[src/adfx_pkg.sv]
// Shared constants and types for the ASCII decimal to fixed-point converter.
// No dependencies; every other file of the block depends on this package.
package adfx_pkg;

  // Default number format: Q31.16 with five decimal fraction digits kept.
  localparam int INT_BITS_DEF    = 31;
  localparam int FRAC_BITS_DEF   = 16;
  localparam int FRAC_DIGITS_DEF = 5;
  localparam int VALUE_W_DEF     = INT_BITS_DEF + FRAC_BITS_DEF + 1;

  localparam int CHAR_W = 8;
  localparam int DIGIT_W = 4;
  localparam int RADIX = 10;

  // Characters with a meaning of their own.
  localparam logic [CHAR_W-1:0] CHAR_MINUS = 8'h2D;
  localparam logic [CHAR_W-1:0] CHAR_POINT = 8'h2E;
  localparam logic [CHAR_W-1:0] CHAR_ZERO  = 8'h30;
  localparam logic [CHAR_W-1:0] CHAR_NINE  = 8'h39;

  // Status that travels with a number down the result pipeline.
  typedef struct packed {
    logic neg;
    logic ok;
    logic sat;
  } adfx_flags_t;

  // Power of ten, used on constants only.
  function automatic longint unsigned pow10(input int n);
    longint unsigned p;
    p = 1;
    for (int i = 0; i < n; i++) begin
      p = p * RADIX;
    end
    return p;
  endfunction

endpackage

[src/adfx_in_if.sv]
// Character channel of the ASCII decimal to fixed-point converter.
// Depends on adfx_pkg for the character width.
interface adfx_in_if;
  import adfx_pkg::*;

  logic              valid;
  logic              ready;
  logic [CHAR_W-1:0] char_code;
  logic              last_char;

  modport source (output valid, output char_code, output last_char, input ready);
  modport sink (input valid, input char_code, input last_char, output ready);
endinterface

[src/adfx_out_if.sv]
// Result channel of the ASCII decimal to fixed-point converter.
// Depends on adfx_pkg for the default value width.
interface adfx_out_if #(
  parameter int VALUE_W = adfx_pkg::VALUE_W_DEF
);
  logic                      valid;
  logic                      ready;
  logic signed [VALUE_W-1:0] value;
  logic                      is_valid;
  logic                      overflowed;

  modport source (output valid, output value, output is_valid, output overflowed,
                  input ready);
  modport sink (input valid, input value, input is_valid, input overflowed,
                output ready);
endinterface

[src/ascii_decimal_to_fixed_point_core.sv]
// Top level of the ASCII decimal to fixed-point converter.
// Depends on adfx_pkg, adfx_in_if and adfx_out_if.
//
// This block reads a decimal number as a stream of ASCII characters, one per
// transaction on in_ch, and returns one signed fixed-point result per number
// on out_ch, with INT_BITS integer bits and FRAC_BITS fraction bits
// (Q31.16 by default, so the value field is INT_BITS + FRAC_BITS + 1 bits
// wide; the out_ch instance must be built with that VALUE_W). The character
// marked with last_char ends the number. A leading '-' negates the result and
// the first '.' starts the fraction; any other non-digit is taken as a zero
// digit and clears is_valid. The integer part saturates at 2^INT_BITS - 1 and
// sets overflowed. Only the first FRAC_DIGITS fraction digits count, and the
// fraction is truncated toward zero. A character is taken in every cycle while
// in_ch.ready is high: the running number is updated in the cycle of its
// transaction. The completed number then moves through the registers of the
// result pipeline: stage A captures it at the clock edge of the transaction
// of the last character, stage B scales the fraction with a split reciprocal
// multiply, stage C joins it to the integer part, and the output register
// applies the sign. The pipeline moves as a whole, so in_ch.ready is low only
// while the output register holds a result that out_ch has not taken. After a
// result the running number starts afresh.
module ascii_decimal_to_fixed_point_core #(
  parameter int INT_BITS    = adfx_pkg::INT_BITS_DEF,
  parameter int FRAC_BITS   = adfx_pkg::FRAC_BITS_DEF,
  parameter int FRAC_DIGITS = adfx_pkg::FRAC_DIGITS_DEF
) (
  input  logic              clk,
  input  logic              rst_n,
  adfx_in_if.sink           in_ch,
  adfx_out_if.source        out_ch
);
  import adfx_pkg::*;

  // Width of the result.
  localparam int VW = INT_BITS + FRAC_BITS + 1;
  localparam int MAG_W = INT_BITS + FRAC_BITS;

  // The kept fraction digits, left-aligned to FRAC_DIGITS places, form an
  // integer below DEC_SCALE.
  localparam longint unsigned DEC_SCALE = pow10(FRAC_DIGITS);
  localparam int FW = $clog2(DEC_SCALE);
  localparam int CW = $clog2(FRAC_DIGITS + 1);
  localparam int IW = (FRAC_DIGITS > 1) ? $clog2(FRAC_DIGITS) : 1;

  // The fraction bits are floor(f * 2^FRAC_BITS / DEC_SCALE). They come from
  // f * RECIP >> SHIFT_T, where RECIP is the rounded-up reciprocal. With
  // 2^SHIFT_T at least DEC_SCALE squared, the error stays below one unit of
  // the remainder and the quotient is exact for every f below DEC_SCALE.
  localparam int SHIFT_T = 2 * FW;
  localparam int SHIFT_S = SHIFT_T + FRAC_BITS;
  localparam logic [127:0] RECIP =
    ((128'd1 << SHIFT_S) + 128'(DEC_SCALE) - 128'd1) / 128'(DEC_SCALE);
  localparam int MW = SHIFT_S - FW + 2;
  localparam int ML = MW / 2;
  localparam int MH = MW - ML;
  localparam logic [ML-1:0] RECIP_LO = RECIP[ML-1:0];
  localparam logic [MH-1:0] RECIP_HI = RECIP[MW-1:ML];
  localparam int PW = FW + MW;

  // Handshake.
  logic adv;
  logic in_fire;

  // Running number.
  logic [INT_BITS-1:0] acc_r, acc_nxt;
  logic [FW-1:0]       fs_r, fs_nxt;
  logic [CW-1:0]       fc_r, fc_nxt;
  logic                in_frac_r, in_frac_nxt;
  logic                neg_r, neg_nxt;
  logic                ok_r, ok_nxt;
  logic                sat_r, sat_nxt;
  logic                at_start_r;

  logic [CHAR_W-1:0]     ch;
  logic                  is_digit;
  logic [DIGIT_W-1:0]    digit;
  logic [INT_BITS+3:0]   acc_wide;
  logic [FW-1:0]         place_tab [FRAC_DIGITS];
  logic [FW-1:0]         place;

  // Result pipeline.
  logic                a_valid_r;
  logic [INT_BITS-1:0] a_acc_r;
  logic [FW-1:0]       a_fs_r;
  adfx_flags_t         a_flags_r;

  logic                b_valid_r;
  logic [INT_BITS-1:0] b_acc_r;
  logic [FW+ML-1:0]    b_pp_lo_r;
  logic [FW+MH-1:0]    b_pp_hi_r;
  adfx_flags_t         b_flags_r;

  logic                c_valid_r;
  logic [MAG_W-1:0]    c_mag_r;
  adfx_flags_t         c_flags_r;

  logic [PW-1:0]        prod_sum;
  logic [FRAC_BITS-1:0] frac_bits;

  logic                 out_valid_r;
  logic signed [VW-1:0] out_value_r;
  adfx_flags_t          out_flags_r;

  // The whole pipeline holds while a finished result waits to be taken.
  assign adv = !out_valid_r || out_ch.ready;
  assign in_ch.ready = adv;
  assign in_fire = in_ch.valid && adv;

  // Weight of each fraction digit position: 10^(FRAC_DIGITS-1-k).
  for (genvar g = 0; g < FRAC_DIGITS; g++) begin : g_place
    assign place_tab[g] = FW'(pow10(FRAC_DIGITS - 1 - g));
  end

  assign ch = in_ch.char_code;
  assign is_digit = ch inside {[CHAR_ZERO:CHAR_NINE]};
  assign digit = is_digit ? DIGIT_W'(ch - CHAR_ZERO) : '0;
  assign place = place_tab[fc_r[IW-1:0]];
  assign acc_wide = ({acc_r, 3'b000} + {2'b00, acc_r, 1'b0}) + (INT_BITS + 4)'(digit);

  // One character updates the running number. A leading minus sets the sign,
  // the first point opens the fraction, everything else is a digit, with
  // non-digits taken as zero and marking the number invalid.
  always_comb begin
    acc_nxt     = acc_r;
    fs_nxt      = fs_r;
    fc_nxt      = fc_r;
    in_frac_nxt = in_frac_r;
    neg_nxt     = neg_r;
    ok_nxt      = ok_r;
    sat_nxt     = sat_r;
    if (at_start_r && (ch == CHAR_MINUS)) begin
      neg_nxt = 1'b1;
    end else if (!in_frac_r && (ch == CHAR_POINT)) begin
      in_frac_nxt = 1'b1;
    end else begin
      if (!is_digit) begin
        ok_nxt = 1'b0;
      end
      if (!in_frac_r) begin
        // Anything above the top integer bit means the new value is too big.
        if (acc_wide[INT_BITS+3:INT_BITS] != 4'd0) begin
          acc_nxt = '1;
          sat_nxt = 1'b1;
        end else begin
          acc_nxt = acc_wide[INT_BITS-1:0];
        end
      end else if (fc_r < CW'(FRAC_DIGITS)) begin
        // Digits beyond the kept ones leave the value alone.
        fs_nxt = FW'(fs_r + digit * place);
        fc_nxt = CW'(fc_r + 1'b1);
      end
    end
  end

  always_ff @(posedge clk) begin
    if (!rst_n) begin
      acc_r      <= '0;
      fs_r       <= '0;
      fc_r       <= '0;
      in_frac_r  <= 1'b0;
      neg_r      <= 1'b0;
      ok_r       <= 1'b1;
      sat_r      <= 1'b0;
      at_start_r <= 1'b1;
    end else if (in_fire) begin
      if (in_ch.last_char) begin
        // The number is complete; its values move into the pipeline below.
        acc_r      <= '0;
        fs_r       <= '0;
        fc_r       <= '0;
        in_frac_r  <= 1'b0;
        neg_r      <= 1'b0;
        ok_r       <= 1'b1;
        sat_r      <= 1'b0;
        at_start_r <= 1'b1;
      end else begin
        acc_r      <= acc_nxt;
        fs_r       <= fs_nxt;
        fc_r       <= fc_nxt;
        in_frac_r  <= in_frac_nxt;
        neg_r      <= neg_nxt;
        ok_r       <= ok_nxt;
        sat_r      <= sat_nxt;
        at_start_r <= 1'b0;
      end
    end
  end

  // Sum of the two partial products, then the fraction bits above SHIFT_T.
  assign prod_sum = PW'(b_pp_lo_r) + (PW'(b_pp_hi_r) << ML);
  assign frac_bits = prod_sum[SHIFT_T +: FRAC_BITS];

  always_ff @(posedge clk) begin
    if (!rst_n) begin
      a_valid_r   <= 1'b0;
      b_valid_r   <= 1'b0;
      c_valid_r   <= 1'b0;
      out_valid_r <= 1'b0;
    end else if (adv) begin
      a_valid_r   <= in_fire && in_ch.last_char;
      b_valid_r   <= a_valid_r;
      c_valid_r   <= b_valid_r;
      out_valid_r <= c_valid_r;
    end
  end

  always_ff @(posedge clk) begin
    if (adv) begin
      // Stage A: the completed number.
      a_acc_r       <= acc_nxt;
      a_fs_r        <= fs_nxt;
      a_flags_r.neg <= neg_nxt;
      a_flags_r.ok  <= ok_nxt;
      a_flags_r.sat <= sat_nxt;
      // Stage B: the reciprocal multiply, split in two halves.
      b_acc_r       <= a_acc_r;
      b_pp_lo_r     <= a_fs_r * RECIP_LO;
      b_pp_hi_r     <= a_fs_r * RECIP_HI;
      b_flags_r     <= a_flags_r;
      // Stage C: magnitude, integer part over the fraction bits.
      c_mag_r       <= {b_acc_r, frac_bits};
      c_flags_r     <= b_flags_r;
      // Output register: apply the sign. A negative zero comes out as zero.
      out_value_r   <= c_flags_r.neg ? VW'(VW'(0) - {1'b0, c_mag_r}) : {1'b0, c_mag_r};
      out_flags_r   <= c_flags_r;
    end
  end

  assign out_ch.valid      = out_valid_r;
  assign out_ch.value      = out_value_r;
  assign out_ch.is_valid   = out_flags_r.ok;
  assign out_ch.overflowed = out_flags_r.sat;

  // A last character always launches a result into the pipeline.
  a_launch: assert property (@(posedge clk) disable iff (!rst_n)
    (in_fire && in_ch.last_char) |=> a_valid_r)
    else $error("last character did not launch a result");

  // The running number starts afresh after each last character.
  a_clear: assert property (@(posedge clk) disable iff (!rst_n)
    (in_fire && in_ch.last_char) |=>
      (at_start_r && ok_r && !sat_r && !neg_r && !in_frac_r &&
       (acc_r == '0) && (fs_r == '0) && (fc_r == '0)))
    else $error("running number not cleared after a result");

  // No more fraction digits are counted than are kept.
  a_count: assert property (@(posedge clk) disable iff (!rst_n)
    fc_r <= CW'(FRAC_DIGITS))
    else $error("fraction digit count out of range");

  // Once saturated, the integer part sits at its maximum.
  a_sat: assert property (@(posedge clk) disable iff (!rst_n)
    sat_r |-> (&acc_r))
    else $error("saturation flag set with integer part below maximum");

endmodule
[src/flat_wrapper.sv]
// flat-port wrapper written by rule: the top's interface ports become plain ports
module ascii_decimal_to_fixed_point_core_flat import adfx_pkg::*;
#(
  parameter int INT_BITS    = adfx_pkg::INT_BITS_DEF,
  parameter int FRAC_BITS   = adfx_pkg::FRAC_BITS_DEF,
  parameter int FRAC_DIGITS = adfx_pkg::FRAC_DIGITS_DEF
)
  (clk, rst_n, in_ch_valid, in_ch_char_code, in_ch_last_char, in_ch_ready, out_ch_valid, out_ch_value, out_ch_is_valid, out_ch_overflowed, out_ch_ready);
  adfx_in_if in_ch_i ();
  adfx_out_if out_ch_i ();
  input  logic clk;
  input  logic rst_n;
  input wire logic [$bits(in_ch_i.valid)-1:0] in_ch_valid;
  input wire logic [$bits(in_ch_i.char_code)-1:0] in_ch_char_code;
  input wire logic [$bits(in_ch_i.last_char)-1:0] in_ch_last_char;
  output wire logic [$bits(in_ch_i.ready)-1:0] in_ch_ready;
  output wire logic [$bits(out_ch_i.valid)-1:0] out_ch_valid;
  output wire logic [$bits(out_ch_i.value)-1:0] out_ch_value;
  output wire logic [$bits(out_ch_i.is_valid)-1:0] out_ch_is_valid;
  output wire logic [$bits(out_ch_i.overflowed)-1:0] out_ch_overflowed;
  input wire logic [$bits(out_ch_i.ready)-1:0] out_ch_ready;
  assign in_ch_i.valid = in_ch_valid;
  assign in_ch_i.char_code = in_ch_char_code;
  assign in_ch_i.last_char = in_ch_last_char;
  assign in_ch_ready = in_ch_i.ready;
  assign out_ch_valid = out_ch_i.valid;
  assign out_ch_value = out_ch_i.value;
  assign out_ch_is_valid = out_ch_i.is_valid;
  assign out_ch_overflowed = out_ch_i.overflowed;
  assign out_ch_i.ready = out_ch_ready;
  ascii_decimal_to_fixed_point_core #(.INT_BITS(INT_BITS), .FRAC_BITS(FRAC_BITS), .FRAC_DIGITS(FRAC_DIGITS)) u_core (.clk(clk), .rst_n(rst_n), .in_ch(in_ch_i), .out_ch(out_ch_i));
endmodule
[config.mk]
export PLATFORM = sky130hd
export DESIGN_NAME = ascii_decimal_to_fixed_point_core_flat
export DESIGN_NICKNAME = d
export VERILOG_FILES = /design/src/adfx_pkg.sv /design/src/adfx_in_if.sv /design/src/adfx_out_if.sv /design/src/ascii_decimal_to_fixed_point_core.sv /design/src/flat_wrapper.sv
export SDC_FILE = /design/constraint.sdc
export NUM_CORES = 1
export LEC_CHECK = 0
export BUFFER_PORTS_ARGS = -buffer_cell sky130_fd_sc_hd__buf_2
export CAP_MARGIN = 0
export CORE_MARGIN = 2
export CORE_UTILIZATION = 42
export DETAILED_ROUTE_END_ITERATION = 8
export PLACE_DENSITY_LB_ADDON = 0.15
export SYNTH_ARGS = -nofsm -noshare
export SYNTH_HDL_FRONTEND = slang
export SYNTH_SLANG_ARGS = --single-unit
[constraint.sdc]
create_clock -name clk -period 9.6 [get_ports clk]
set_input_delay 1.92 -clock clk [delete_from_list [all_inputs] [get_ports clk]]
set_output_delay 1.92 -clock clk [all_outputs]
set_load 0.05 [all_outputs]
==> metrics.txt <==
beginning of the worst register-to-register path=u_core.a_fs_r[6]$_DFFE_PN_; areal power density over the cells=136 nW/um^2; area of the die=about 62000 um^2; Core Region=59100 um^2; final core occ=roughly 46%; worst rel slew slack=between 20% and 30%; mean number of vias per cell=~5.3; Final period util=about 73%; Max rail drop VDD=between 0.1 and 0.15 mV; most common flop cell mapped by yosys=sky130_fd_sc_hd__edfxtp_1; number of global-route vias before repair=roughly 17000; fillcell total=about 5400; net switching component of the power=roughly 1200 uW; flop and latch count out of synthesis=just under 300; root buffer cell=sky130_fd_sc_hd__clkbuf_16; leakage power figure=approximately 0.014 uW; count of port buffers added during placement=between 60 and 70; first-pass GRT wire length=approximately 92 mm; dominant cells by area after synthesis=sky130_fd_sc_hd__edfxtp_1 28%, sky130_fd_sc_hd__ha_1 18%, sky130_fd_sc_hd__fa_1 17%; DRT iter0 DRCs=roughly 810; clock sink count=~300; net count reported at finish=~3000; count of warnings emitted by yosys=0; cts hold-fix bufs=0; fmax=around 140 MHz; Yosys cell types=between 70 and 80; async set or reset register ratio after synthesis=0%; Overall Power=approximately 3700 uW; cell with the most instances after synthesis=sky130_fd_sc_hd__inv_1; Least-Margin Pin Slew=about 1100 ps; drt first pass iters=5; total number of H-tree levels=2; vias=~17000; setup-violating endpoint count in the final report=0; CP startpoint kind=flop; Clk pwr share=around a third; count of boundary I/O pins=65; maximum fanout along the worst path=12; source of the worst hold timing path=u_core.b_acc_r[17]$_DFFE_PN_; critical path endpoint category=flop; largest net degree at the start of global routing=88; TritonCTS Buffers=34; antenna-violating nets left=0; path class of the lowest-slack min-delay path=reg -> reg; number of antenna violations at the first check in global routing=0; run status=completed; Sequential Power Share=about 48%; deepest clock path buffer count=3; Final Routed Wirelength=between 50 and 60 mm; net switching share of the total power=between 30% and 40%; initial standard-cell utilization of the core=42.6%; Setup WS pre-CTS=about 2200 ps; placed cell area=roughly 26000 um^2; Hold Violations, Final=0; CTS tree=done; share of the synthesized area in the top cell type=between 20 and 30%; clock insertion delay at the later pin of the skew report=roughly 550 ps; synthesized netlist net count=about 2900; Cell Rows=89; Post-CTS Repair Setup Buffers=0; Max Cap Viol=0; Worst Path Required=around 9900 ps; Sum Neg Setup Slack=0 ps; number of remaining DRC errors=0; Vert. Die Dim=~250 um; detailed-route wire length per cell=roughly 18 um; number of pins with negative max-slew slack in the final report=0; RSZ-0062 raised after global routing=false; share of synthesized area occupied by flip-flops and latches=32.7%; overall global routing resource usage=18.6%; sum of overflow across all layers after global routing=0; critical path start-end classification=reg -> reg; number of resized instances in the post-cts repair step=0; number of synthesized flops with an enable pin=234; Final WS setup=between 2000 and 3000 ps; final weighted congestion in routability-driven placement=0.864; Antenna Cells=0; Worst-path clk slew=60 ps; design internal power=about 2600 uW; biggest area consumer among synthesized cells=sky130_fd_sc_hd__edfxtp_1; post-layout instance area=between 20000 and 30000 um^2; fraction of layout instances using a drive strength above 1=about 6.3%; data arrival time of the worst path=roughly 7300 ps; area growth from synthesis to layout=9.02%; part of the total power dissipated in combinational logic=19.4%; launch point of the worst path=u_core.a_fs_r[6]$_DFFE_PN_; most instantiated cells after synthesis=379 x sky130_fd_sc_hd__inv_1, 371 x sky130_fd_sc_hd__ha_1, 234 x sky130_fd_sc_hd__edfxtp_1; half-perimeter wire length after detailed placement=~45 mm; shortest clock period the worst path allows after layout=~7000 ps; Synth Instances=about 2400; mean instance size in the synthesized netlist=about 11 um^2; x dimension of the die=approximately 250 um; Netlist Area Pre-Place=about 25000 um^2; final worst clock skew=around 19 ps
routing by layer:
layer  global-route usage, %  wire length [um]
met1                    25.4             26500
met2                    30.9             26600
met3                    2.57              2080
met4                    4.85              1250
met5                       0                 0
sequential cells by signal, summed over array words and instances (netlist names), 3 cells and up:
name	cells
u_core.a_acc_r	31
u_core.a_flags_r	3
u_core.a_fs_r	17
u_core.acc_r	31
u_core.b_acc_r	31
u_core.b_flags_r	3
u_core.b_pp_hi_r	32
u_core.b_pp_lo_r	17
u_core.c_flags_r	3
u_core.c_mag_r	47
u_core.fc_r	3
u_core.fs_r	17
u_core.out_ch.value	48
cell usage in the layout, fill, tap and decap left out, types with 10 or more instances in the layout:
| cell | instances |
|---|---|
| sky130_fd_sc_hd__inv_1 | 378 |
| sky130_fd_sc_hd__ha_1 | 371 |
| sky130_fd_sc_hd__edfxtp_1 | 234 |
| sky130_fd_sc_hd__fa_1 | 212 |
| sky130_fd_sc_hd__nor2_1 | 139 |
| sky130_fd_sc_hd__nand2_1 | 130 |
| sky130_fd_sc_hd__xnor2_1 | 104 |
| sky130_fd_sc_hd__o21ai_0 | 97 |
| sky130_fd_sc_hd__a21oi_1 | 89 |
| sky130_fd_sc_hd__buf_2 | 64 |
| sky130_fd_sc_hd__dfxtp_1 | 60 |
| sky130_fd_sc_hd__a21o_1 | 39 |
| sky130_fd_sc_hd__nand3_1 | 35 |
| sky130_fd_sc_hd__clkbuf_16 | 34 |
| sky130_fd_sc_hd__xor2_1 | 33 |
| sky130_fd_sc_hd__a211oi_1 | 27 |
| sky130_fd_sc_hd__a31oi_1 | 26 |
| sky130_fd_sc_hd__nor3_1 | 26 |
| sky130_fd_sc_hd__a32oi_1 | 22 |
| sky130_fd_sc_hd__a41oi_1 | 20 |
| sky130_fd_sc_hd__o31ai_1 | 18 |
| sky130_fd_sc_hd__o21a_1 | 17 |
| sky130_fd_sc_hd__a21boi_0 | 17 |
| sky130_fd_sc_hd__or3_1 | 16 |
| sky130_fd_sc_hd__buf_4 | 15 |
| sky130_fd_sc_hd__a22oi_1 | 14 |
| sky130_fd_sc_hd__and3_1 | 13 |
| sky130_fd_sc_hd__nand2b_1 | 13 |
| sky130_fd_sc_hd__nand4_1 | 11 |
| sky130_fd_sc_hd__o21bai_1 | 10 |
worst max-delay path, stage by stage, from the launching register on:
cell                        delay (ps)
sky130_fd_sc_hd__edfxtp_1          900
sky130_fd_sc_hd__fa_1              620
sky130_fd_sc_hd__ha_1              310
sky130_fd_sc_hd__inv_1              40
sky130_fd_sc_hd__fa_1              470
sky130_fd_sc_hd__inv_1              60
sky130_fd_sc_hd__fa_1              550
sky130_fd_sc_hd__inv_1              60
sky130_fd_sc_hd__fa_1              530
sky130_fd_sc_hd__inv_1              60
sky130_fd_sc_hd__fa_1              470
sky130_fd_sc_hd__ha_1              400
sky130_fd_sc_hd__and4_1            280
sky130_fd_sc_hd__o21a_1            140
sky130_fd_sc_hd__o41ai_1           130
sky130_fd_sc_hd__o311ai_0          650
sky130_fd_sc_hd__buf_4             240
sky130_fd_sc_hd__o2111ai_1         180
sky130_fd_sc_hd__a21boi_0          370
sky130_fd_sc_hd__o21ai_0           160
sky130_fd_sc_hd__o311ai_0          130
worst paths after layout:
check / endpoint / slack, ps / cells after the start
min: u_core.c_mag_r[33]$_DFFE_PN_ / 420 / 0
max: u_core.b_pp_hi_r[28]$_DFFE_PN_ / 2590 / 20
max reg2reg: u_core.b_pp_hi_r[28]$_DFFE_PN_ / 2590 / 20
min reg2reg: u_core.c_mag_r[33]$_DFFE_PN_ / 420 / 0
cell type report:
| cell class | count | area [um^2] | share of cell area, % |
|---|---|---|---|
| multi-input cells | 1620 | 15300 | 55.9 |
| flip-flops and latches | 294 | 8230 | 30.0 |
| inverters | 379 | 1430 | 5.21 |
| well taps | 773 | 967 | 3.52 |
| clock buffers | 43 | 905 | 3.30 |
| repair buffers | 79 | 433 | 1.58 |
| clock inverters | 16 | 153 | 0.556 |
per-stage QoR:
| step | instances | hold slack (ps) |
|---|---|---|
| 2_1_floorplan | 2350 | 400 |
| 3_3_place_gp | 3145 | 402 |
| 3_5_place_dp | 3145 | 405 |
| 4_1_cts | 3204 | 416 |
| 5_1_grt | 3204 | 422 |
| 6_report | 3204 | 416 |
power groups by stage:
stage          clock network (uW)  logic [uW]  registers, uW
2_1_floorplan                   0         348           1960
3_3_place_gp                    0         719           1800
3_5_place_dp                    0         725           1810
4_1_cts                      1270         728           1780
5_1_grt                      1320         783           1810
6_report                     1230         721           1780
logic make-up (layout without fill, tap and decap cells):
family	after synthesis	count (layout)	share of synthesized area (%)
AOI/OAI and AO/OA	455	455	12.4
xor gates and xnor gates	137	137	4.76
adders and majority gates	583	583	35.3
buffers and inverters	436	517	6.53
DFF	294	294	32.7
muxes	3	3	0.124
and+or+nand+nor	442	442	8.27
Power figures use the tool's default switching activity.
